===== src/rtl/core/pli_pkg.sv =====
// ----------------------------------------------------------------------------
// pli_pkg
// Shared types and constants for the piecewise linear interpolation table.
// ----------------------------------------------------------------------------
package pli_pkg;

   localparam int MAX_POINTS    = 64;
   localparam int X_WIDTH       = 16;
   localparam int Y_WIDTH       = 16;
   localparam int ADDR_WIDTH    = $clog2(MAX_POINTS);
   localparam int CNT_WIDTH     = $clog2(MAX_POINTS + 1);
   localparam int PROD_WIDTH    = X_WIDTH + Y_WIDTH;
   localparam int DIV_CNT_WIDTH = $clog2(PROD_WIDTH);

   typedef enum logic {
      CMD_LOAD  = 1'b0,
      CMD_QUERY = 1'b1
   } cmd_type;

   typedef enum logic [2:0] {
      STATUS_LOADED = 3'd0,
      STATUS_EXACT  = 3'd1,
      STATUS_INTERP = 3'd2,
      STATUS_RANGE  = 3'd3,
      STATUS_FULL   = 3'd4
   } status_type;

   typedef enum logic [2:0] {
      ST_IDLE,
      ST_SCAN,
      ST_DRAIN,
      ST_EVAL,
      ST_MUL,
      ST_DIV,
      ST_RESP
   } state_type;

   typedef struct packed {
      logic signed [X_WIDTH-1:0] x;
      logic signed [Y_WIDTH-1:0] y;
   } point_type;

endpackage


===== src/rtl/core/piecewise_linear_interp_table.sv =====
// Load or empty-table query: the result is registered 1 cycle after acceptance.
// Query over N points: SCAN, DRAIN and EVAL, then the response on an exact match
// or out of range; interpolating adds operand set-up and the 32-step divider.
// One transaction at a time: the next is taken the cycle after the result is
// registered, later while a stalled response holds the result register.
// Synchronous reset empties the table; the point memory itself is not cleared.
// ----------------------------------------------------------------------------
// piecewise_linear_interp_table
// Breakpoint table with bracket scan and linear interpolation between points.
// ----------------------------------------------------------------------------
module piecewise_linear_interp_table (
   input  logic                                clock,
   input  logic                                reset,
   input  logic                                req_valid,
   output logic                                req_stall,
   input  logic                                req_cmd,
   input  logic signed [pli_pkg::X_WIDTH-1:0]  req_x_value,
   input  logic signed [pli_pkg::Y_WIDTH-1:0]  req_y_value,
   output logic                                rsp_valid,
   input  logic                                rsp_stall,
   output logic signed [pli_pkg::Y_WIDTH-1:0]  rsp_y_result,
   output logic [2:0]                          rsp_status
);
   import pli_pkg::*;

   state_type                 state_ff, state_in;
   logic [CNT_WIDTH-1:0]      count_ff;
   logic [ADDR_WIDTH-1:0]     idx_ff;
   logic                      rd_valid_ff;
   logic signed [X_WIDTH-1:0] query_x_ff;

   logic                      exact_ff, have_lo_ff, have_hi_ff;
   logic signed [Y_WIDTH-1:0] ey_ff, ya_ff, yc_ff;
   logic signed [X_WIDTH-1:0] xa_ff, xc_ff;

   logic [X_WIDTH-1:0]        dx_ff, span_ff;
   logic [Y_WIDTH-1:0]        mag_ff;
   logic                      neg_ff;

   logic signed [Y_WIDTH-1:0] res_y_ff;
   status_type                res_status_ff;

   logic                      rsp_valid_ff;
   logic signed [Y_WIDTH-1:0] rsp_y_ff;
   status_type                rsp_status_ff;

   logic                      req_fire;
   logic                      rsp_free;
   logic                      table_full;
   logic                      last_addr;
   logic                      mem_wr, mem_rd, div_start, div_done;
   point_type                 wr_point, rd_point;
   logic [PROD_WIDTH-1:0]     product;
   logic [PROD_WIDTH-1:0]     quotient;

   logic signed [X_WIDTH:0]   dx_wide, span_wide;
   logic signed [Y_WIDTH:0]   dy_wide, mag_wide;
   logic signed [Y_WIDTH:0]   sum_wide;
   logic [Y_WIDTH-1:0]        q_narrow;

   assign req_stall  = (state_ff != ST_IDLE);
   assign req_fire   = req_valid && !req_stall;
   assign rsp_free   = !rsp_valid_ff || !rsp_stall;
   assign table_full = (count_ff >= CNT_WIDTH'(MAX_POINTS));
   assign last_addr  = (idx_ff == ADDR_WIDTH'(count_ff - 1'b1));

   assign wr_point.x = req_x_value;
   assign wr_point.y = req_y_value;

   pli_point_ram u_ram (
      .clock   (clock),
      .wr_en   (mem_wr),
      .wr_addr (count_ff[ADDR_WIDTH-1:0]),
      .wr_data (wr_point),
      .rd_en   (mem_rd),
      .rd_addr (idx_ff),
      .rd_data (rd_point)
   );

   assign product = PROD_WIDTH'(mag_ff) * PROD_WIDTH'(dx_ff);

   pli_divider u_div (
      .clock    (clock),
      .reset    (reset),
      .start    (div_start),
      .dividend (product),
      .divisor  (span_ff),
      .done     (div_done),
      .quotient (quotient)
   );

   // next state and control strobes
   always_comb begin
      state_in  = state_ff;
      mem_wr    = 1'b0;
      mem_rd    = 1'b0;
      div_start = 1'b0;
      unique case (state_ff)
         ST_IDLE: begin
            if (req_fire) begin
               if (req_cmd == CMD_LOAD) begin
                  mem_wr   = !table_full;
                  state_in = ST_RESP;
               end else if (count_ff == '0) begin
                  state_in = ST_RESP;
               end else begin
                  state_in = ST_SCAN;
               end
            end
         end
         ST_SCAN: begin
            mem_rd = 1'b1;
            if (last_addr) begin
               state_in = ST_DRAIN;
            end
         end
         ST_DRAIN: state_in = ST_EVAL;
         ST_EVAL: begin
            if (exact_ff || !(have_lo_ff && have_hi_ff)) begin
               state_in = ST_RESP;
            end else begin
               state_in = ST_MUL;
            end
         end
         ST_MUL: begin
            div_start = 1'b1;
            state_in  = ST_DIV;
         end
         ST_DIV: begin
            if (div_done) begin
               state_in = ST_RESP;
            end
         end
         ST_RESP: begin
            if (rsp_free) begin
               state_in = ST_IDLE;
            end
         end
         default: state_in = ST_IDLE;
      endcase
   end

   always_ff @(posedge clock) begin
      if (reset) begin
         state_ff     <= ST_IDLE;
         count_ff     <= '0;
         rd_valid_ff  <= 1'b0;
         rsp_valid_ff <= 1'b0;
      end else begin
         state_ff    <= state_in;
         rd_valid_ff <= mem_rd;
         if (mem_wr) begin
            count_ff <= count_ff + 1'b1;
         end
         if (state_ff == ST_RESP && rsp_free) begin
            rsp_valid_ff <= 1'b1;
         end else if (!rsp_stall) begin
            rsp_valid_ff <= 1'b0;
         end
      end
   end

   always_comb begin
      dx_wide   = {query_x_ff[X_WIDTH-1], query_x_ff} - {xa_ff[X_WIDTH-1], xa_ff};
      span_wide = {xc_ff[X_WIDTH-1], xc_ff} - {xa_ff[X_WIDTH-1], xa_ff};
      dy_wide   = {yc_ff[Y_WIDTH-1], yc_ff} - {ya_ff[Y_WIDTH-1], ya_ff};
      mag_wide  = dy_wide[Y_WIDTH] ? -dy_wide : dy_wide;
      q_narrow  = quotient[Y_WIDTH-1:0];
      sum_wide  = neg_ff ? ({ya_ff[Y_WIDTH-1], ya_ff} - {1'b0, q_narrow})
                         : ({ya_ff[Y_WIDTH-1], ya_ff} + {1'b0, q_narrow});
   end

   // datapath: bracket scan, operand set-up and result staging
   always_ff @(posedge clock) begin
      if (state_ff == ST_IDLE && req_fire) begin
         query_x_ff <= req_x_value;
         idx_ff     <= '0;
         exact_ff   <= 1'b0;
         have_lo_ff <= 1'b0;
         have_hi_ff <= 1'b0;
         res_y_ff   <= '0;
         if (req_cmd == CMD_LOAD) begin
            res_status_ff <= table_full ? STATUS_FULL : STATUS_LOADED;
         end else begin
            res_status_ff <= STATUS_RANGE;
         end
      end
      if (mem_rd) begin
         idx_ff <= idx_ff + 1'b1;
      end
      // later points win on ties, as the table is scanned in load order
      if (rd_valid_ff) begin
         if (rd_point.x == query_x_ff) begin
            exact_ff <= 1'b1;
            ey_ff    <= rd_point.y;
         end else if (rd_point.x < query_x_ff) begin
            if (!have_lo_ff || rd_point.x >= xa_ff) begin
               have_lo_ff <= 1'b1;
               xa_ff      <= rd_point.x;
               ya_ff      <= rd_point.y;
            end
         end else begin
            if (!have_hi_ff || rd_point.x <= xc_ff) begin
               have_hi_ff <= 1'b1;
               xc_ff      <= rd_point.x;
               yc_ff      <= rd_point.y;
            end
         end
      end
      if (state_ff == ST_EVAL) begin
         dx_ff   <= dx_wide[X_WIDTH-1:0];
         span_ff <= span_wide[X_WIDTH-1:0];
         mag_ff  <= mag_wide[Y_WIDTH-1:0];
         neg_ff  <= dy_wide[Y_WIDTH];
         if (exact_ff) begin
            res_y_ff      <= ey_ff;
            res_status_ff <= STATUS_EXACT;
         end
      end
      if (state_ff == ST_DIV && div_done) begin
         res_y_ff      <= sum_wide[Y_WIDTH-1:0];
         res_status_ff <= STATUS_INTERP;
      end
      if (state_ff == ST_RESP && rsp_free) begin
         rsp_y_ff      <= res_y_ff;
         rsp_status_ff <= res_status_ff;
      end
   end

   assign rsp_valid    = rsp_valid_ff;
   assign rsp_y_result = rsp_y_ff;
   assign rsp_status   = rsp_status_ff;

endmodule


===== src/rtl/core/pli_point_ram.sv =====
// ----------------------------------------------------------------------------
// pli_point_ram
// Breakpoint store: one write port, one read port, registered read data.
// ----------------------------------------------------------------------------
module pli_point_ram (
   input  logic                            clock,
   input  logic                            wr_en,
   input  logic [pli_pkg::ADDR_WIDTH-1:0]  wr_addr,
   input  pli_pkg::point_type              wr_data,
   input  logic                            rd_en,
   input  logic [pli_pkg::ADDR_WIDTH-1:0]  rd_addr,
   output pli_pkg::point_type              rd_data
);
   import pli_pkg::*;

   point_type mem [MAX_POINTS];
   point_type rd_data_ff;

   always_ff @(posedge clock) begin
      if (wr_en) begin
         mem[wr_addr] <= wr_data;
      end
   end

   always_ff @(posedge clock) begin
      if (rd_en) begin
         rd_data_ff <= mem[rd_addr];
      end
   end

   assign rd_data = rd_data_ff;

endmodule


===== src/rtl/core/pli_divider.sv =====
// ----------------------------------------------------------------------------
// pli_divider
// Unsigned restoring divider, one quotient bit per cycle.
// ----------------------------------------------------------------------------
module pli_divider (
   input  logic                            clock,
   input  logic                            reset,
   input  logic                            start,
   input  logic [pli_pkg::PROD_WIDTH-1:0]  dividend,
   input  logic [pli_pkg::X_WIDTH-1:0]     divisor,
   output logic                            done,
   output logic [pli_pkg::PROD_WIDTH-1:0]  quotient
);
   import pli_pkg::*;

   logic                      busy_ff;
   logic                      done_ff;
   logic [DIV_CNT_WIDTH-1:0]  cnt_ff;
   logic [PROD_WIDTH-1:0]     quot_ff;
   logic [X_WIDTH-1:0]        rem_ff;
   logic [X_WIDTH-1:0]        divisor_ff;
   logic [X_WIDTH:0]          rem_shift;
   logic [X_WIDTH:0]          rem_diff;
   logic                      fits;

   always_comb begin
      rem_shift = {rem_ff, quot_ff[PROD_WIDTH-1]};
      rem_diff  = rem_shift - {1'b0, divisor_ff};
      fits      = (rem_shift >= {1'b0, divisor_ff});
   end

   always_ff @(posedge clock) begin
      if (reset) begin
         busy_ff <= 1'b0;
         done_ff <= 1'b0;
         cnt_ff  <= '0;
      end else begin
         done_ff <= 1'b0;
         if (start) begin
            busy_ff <= 1'b1;
            cnt_ff  <= DIV_CNT_WIDTH'(PROD_WIDTH - 1);
         end else if (busy_ff) begin
            cnt_ff <= cnt_ff - 1'b1;
            if (cnt_ff == '0) begin
               busy_ff <= 1'b0;
               done_ff <= 1'b1;
            end
         end
      end
   end

   always_ff @(posedge clock) begin
      if (start) begin
         quot_ff    <= dividend;
         rem_ff     <= '0;
         divisor_ff <= divisor;
      end else if (busy_ff) begin
         quot_ff <= {quot_ff[PROD_WIDTH-2:0], fits};
         rem_ff  <= fits ? rem_diff[X_WIDTH-1:0] : rem_shift[X_WIDTH-1:0];
      end
   end

   assign done     = done_ff;
   assign quotient = quot_ff;

endmodule


===== config.mk =====
export PLATFORM = sky130hd
export DESIGN_NAME = piecewise_linear_interp_table
export DESIGN_NICKNAME = d
export VERILOG_FILES = /design/src/rtl/core/pli_pkg.sv /design/src/rtl/core/piecewise_linear_interp_table.sv /design/src/rtl/core/pli_point_ram.sv /design/src/rtl/core/pli_divider.sv
export SDC_FILE = /design/constraint.sdc
export NUM_CORES = 2
export LEC_CHECK = 0
export BUFFER_PORTS_ARGS = -buffer_cell sky130_fd_sc_hd__buf_2
export CORE_MARGIN = 2
export CORE_UTILIZATION = 50
export CTS_CLUSTER_DIAMETER = 60
export DETAILED_ROUTE_END_ITERATION = 10
export PLACE_DENSITY_LB_ADDON = 0.15
export SLEW_MARGIN = 20
export SYNTH_ARGS = -nofsm -noshare
export SYNTH_HDL_FRONTEND = slang
export SYNTH_SLANG_ARGS = --single-unit

===== constraint.sdc =====
create_clock -name clock -period 7.1 [get_ports clock]
set_input_delay 0 -clock clock [delete_from_list [all_inputs] [get_ports clock]]
set_output_delay 0 -clock clock [all_outputs]
set_load 0.1 [all_outputs]

After elaboration in Yosys (flattened, before gate mapping)
Memories as Yosys holds them, arrays and structs flattened. A register that Yosys moved wholly into a read port is not among the register bits.
Cells that the tools add are included.

word-level totals
  bits in registers = 275
  bits in writable memories = 2,048
  input port bits = 37
  output and inout port bits = 21
  logic and storage cells = 141
  memories kept = 1

memories
  memory     depth  bits a word  read ports  clocked after Yosys merged registers in  wr ports  line                 source
  u_ram.mem  64     32           1           1                                        1         pli_point_ram.sv:16  point_type mem [MAX_POINTS];

cells by class
  add/sub/neg operators = 11
  $mul = 1
  $lt $le $gt $ge = 5
  eq/ne operators = 13
  muxes and demuxes = 52
  bitwise gates (word level) = 3
  reduce and logical (&&, ||, !) cells = 27

operators by type and width
  operator             number
  $mux 16              7
  $mux 32              2
  $sub 16x16->16       4
  $mux 3               11
  $mul 16x16->32       1
  $mux 1               26
  $pmux 3 s7           1
  $ge 17x16->1         1
  $sub 16x16->17       1
  $add 16x16->16       1
  $eq 16x16->1         1
  $ge 16x16->1         1
  $le 16x16->1         1
  $lt 16x16->1         1
  $neg 16->16          1
  $mux 6               2
  $reduce_and 4->1     3
  $mux 5               2
  $eq 3x3->1 const B   3
  $add 7x1->7 const B  1
  $ge 7x7->1 const B   1
  $logic_not 1->1      7
  $logic_not 7->1      1
  $add 6x1->6 const B  1
  17 further kinds     31

Logic depth before layout (Yosys ltp)
  depth in word-level cells = 9
  depth in mapped cells = 23
  depth with buffers taken out = 22

By module
From an unflattened synthesis, not the netlist that was laid out.

unflattened totals
  cells, all modules = 5,668
  area total of the unflattened synthesis = 102,390.7 um^2

modules (own cells, without submodules)
  module                         times used  cells each  area each (um^2)  sequential area each (um^2)
  pli_point_ram                  1           3,324       78,835.6          62,459.9
  piecewise_linear_interp_table  1           2,028       19,889.1          5,785.5
  pli_divider                    1           316         3,666.0           1,901.8

Worst setup path before layout
Ideal clock, no wire load.

  path kind = reg-to-reg
  start = reg dx_ff[1]
  end = reg u_div.quot_ff[31], in the netlist u_div.quotient[31], data pin
  library setup time = 0.266 ns
  arrival = 5.703 ns
  data required time = 6.834 ns
  slack = 1.131 ns
  stages on the path, launching flop included = 22
  path buffers = 1
  period minus slack after synthesis = 5.969 ns
  cells stage by stage = edfxtp_1 clkbuf_1 nand2_1 fa_1 fa_1 fa_1 fa_1 inv_1 fa_1 inv_1 fa_1 inv_1 ha_1 a21oi_1 o21ai_0 o41ai_1 a31oi_1 a21o_1 a21oi_2 a21oi_1 a31oi_1 o41ai_1

between the ends
  longest elaborated chain between the ends = 2

ends and longest elaborated chain
  what                      line                                  source
  start: declaration        piecewise_linear_interp_table.sv:36   logic [X_WIDTH-1:0] dx_ff, span_ff;
  start signal: assignment  piecewise_linear_interp_table.sv:211  dx_ff <= dx_wide[X_WIDTH-1:0];
  $mul 16x16->32            piecewise_linear_interp_table.sv:80   assign product = PROD_WIDTH'(mag_ff) * PROD_WIDTH'(dx_ff);
  $mux 32                   pli_divider.sv:53                     if (start) begin
  end signal: assignment    pli_divider.sv:54                     quot_ff <= dividend;
  end signal: assignment    pli_divider.sv:58                     quot_ff <= {quot_ff[PROD_WIDTH-2:0], fits};
  end: declaration          pli_divider.sv:19                     logic [PROD_WIDTH-1:0] quot_ff;

No other way between the ends.
A chain may end at the register's enable or synchronous reset.

Final worst setup path
  start = reg dx_ff[5]
  end = reg u_div.quot_ff[31], in the netlist u_div.quotient[31], data pin

The elaborated chain is that of the path after synthesis.

==> metrics.txt <==
status=complete, no violations; Rel. slew slack=0.2104; I/O pin count=58; Worst Skew=0.06447 ns; post_cts resized=0; CP Capture Type=flop; Pleak=39.90 nW; ys async rst share=0; critical path fanouts, max=16; Routed Antenna Nets=0; via density per instance=between 6 and 7; count leader, synth=edfxtp_1; Seq cells post-synth=between 2k and 2.5k; top cell type's share of synthesized area=0.6704; DRC=0; power density over the cells=around 440 nW/µm²; unrepaired setup endpoints after global routing=no; DIE WIDTH=~460 µm; final WL=267.8 mm; final worst path period share=0.9404; Fin Hold WS=~0.21 ns; final setup fails=0; synthesized area=102900 µm²; final net count=just under 7k; worst slew pin tran=1.184 ns; Port Buffers=between 50 and 60; Max-Cap Viols=0; Root Buffer=clkbuf_16; clock tree buffer depth=3; drt initial violations=5801; Mapped Avg Cell Area=between 15 and 20 µm²; Worst EP required=7.71 ns; Slew Limit Fails=0; initial cell density of the core=0.5031; Tot GR Track Use=0.2561; Clock transition at path regs=~0.060 ns; Num CTS Buffers=between 200 and 250; initial antenna violation count=16; Hold Crit Class=input pin to flop; CTS tree=done; RePlAce Congestion=0.8342; area growth from synthesis to layout=12.16%; H-tree levels=4; largest area contributor in the netlist=edfxtp_1; share of layout cells above drive strength 1=0.1458; Mapped Nets=6648; Layout Utilization=0.5643; Clk Latency, worst-skew pair=0.90 ns; vias post-DR=56.32k; DR pass1 iterations=6; GRT Residual Overflow=0; Final min period=6.677 ns; Die H=457.7 µm; Netlist cell types=79; Final HPWL DP=roughly 160 mm; crit path kind=flop to flop; vias in the first global route=approximately 57k; Peak VDD IR=0.7235 mV; YS warnings=0; Mapped Cells=6175; number of synthesized flops with an enable pin=between 2k and 2.5k; first-pass GRT wire length=389.4 mm; Routed wire per std cell=roughly 29 µm; num rows=between 150 and 200; clk sinks=between 2k and 2.5k; die area=between 200000 and 250000 µm²; Max Fclk=0.1498 GHz; final hold vios=0; Synth area leaders=edfxtp_1, mux4_2, mux2i_1; startpoint types=flop; largest net degree at the start of global routing=around 140; CP Data Arrival Time=between 7 and 8 ns; sequential element share of the synthesized area=0.6815; Synth top cells by count=edfxtp_1, mux2i_1, nand2_1; Core ar.=roughly 200000 µm²; Post-Route Setup TNS=0 ns; Top FF cell, synth=edfxtp_1
-- critical path, stage by stage (launching register included) --
cell and delay (ns):
edfxtp_1 0.61, and2_1 0.29, fa_1 0.51, inv_1 0.05
fa_1 0.47, fa_1 0.50, fa_1 0.54, inv_1 0.05
fa_1 0.49, inv_1 0.05, fa_1 0.47, inv_1 0.05
ha_1 0.36, a21oi_1 0.20, o21ai_0 0.15, o41ai_1 0.42
a31oi_1 0.28, a21o_1 0.28, a21oi_2 0.27, a21oi_1 0.13
a31oi_1 0.18, o41ai_1 0.09
-- power by group --
group          total [W]  leakage (nW)  switching [W]  internal (W)
sequential        0.0165          21.2       0.000439        0.0160
clock             0.0122          3.67        0.00534       0.00681
combinational     0.0222          15.1         0.0136       0.00865
-- stage by stage --
| stage | cells | power [W] | instance area, µm² | setup WS (ns) |
|---|---|---|---|---|
| after floorplan | 6175 | 0.03191 | 102900 | 1.131 |
| after global placement | 8795 | 0.03872 | 107400 | 0.3658 |
| after detailed placement | 8795 | 0.03885 | 107400 | 0.3454 |
| after CTS | 9276 | 0.05104 | 115300 | 0.2962 |
| after global routing | 9284 | 0.05371 | 115400 | 0.01524 |
| final | 9289 | 0.05085 | 115500 | 0.4231 |
-- cell families after synthesis --
logic type / after synthesis / share of synthesized area
xor+xnor: 125 / 0.01071
fa+ha+maj: 436 / 0.06751
mux: 808 / 0.1151
buf+inv: 650 / 0.02487
flops: 2355 / 0.6815
compound gates: 888 / 0.05899
simple gates: 913 / 0.04139
-- registers in the layout (all words and copies together), names as in the netlist, 6 cells and up --
signal,cells
xc_ff,16
count_ff,7
idx_ff,6
mag_ff,16
xa_ff,16
u_div.divisor_ff,16
res_y_ff,16
u_div.rem_ff,16
ey_ff,16
u_div.quotient,32
query_x_ff,16
u_ram.rd_data,32
u_ram.mem,2048
span_ff,16
dx_ff,16
rsp_y_result,16
ya_ff,16
yc_ff,16
-- layout by cell type, fill, tap and decap left out, types with 22 or more instances in the layout --
cell	synthesis	routed
mux4_2	300	300
nor2_1	182	120
o21ai_0	97	97
clkinv_2	0	39
nand2_1	388	387
o22ai_1	128	128
o221ai_1	244	244
ha_1	237	237
and2_1	126	126
nand3_1	43	43
nor2_4	0	62
mux2i_1	507	507
inv_1	356	355
clkbuf_16	0	241
clkbuf_1	175	58
fa_1	199	199
a21oi_1	233	232
a21o_1	41	41
xnor2_1	91	91
buf_4	2	178
nor2b_1	22	22
buf_2	90	37
dlygate4sd3_1	0	40
clkinv_1	0	53
dfxtp_1	57	57
xor2_1	33	33
nor3_1	40	39
edfxtp_1	2298	2298
-- layout make-up --
type                    instances  area, µm²
diodes                          5      12.51
clock buffers                 301       6276
clock inverters               140       1276
fillers                     15710      89130
inverters                     357       1345
multi-input cells            3170      30740
flip-flops and latches       2355      70150
well taps                    2688       3363
repair buffers                273       2290
-- per-layer routing --
metal,part of all wire,up-vias,track usage
li1,-,24580,-
met1,0.43,29390,0.3636
met2,0.48,2002,0.4146
met3,0.069,351,0.04305
met4,0.024,2,0.06495
met5,0.000049,-,0
-- final timing paths --
| kind | from | to | slack, ns | cells past startpoint |
|---|---|---|---|---|
| max | dx_ff[5]$_DFFE_PP_ | u_div.quotient[31]$_DFFE_PP_ | 0.42 | 21 |
| max reg2reg | dx_ff[5]$_DFFE_PP_ | u_div.quotient[31]$_DFFE_PP_ | 0.42 | 21 |
| min reg2reg | span_ff[8]$_DFFE_PP_ | u_div.divisor_ff[8]$_DFFE_PP_ | 0.42 | 0 |
| min | req_y_value[10] | u_ram.mem[53][10]$_DFFE_PP_ | 0.21 | 2 |
-- what timing repair did --
item / in CTS / in global routing
setup buffers: 0 / 7
setup endpoints to repair: 0 / 2
hold buffers: 40 / 0
hold endpoints to repair: 2108 / 0
(Power assumes the default switching activity.)
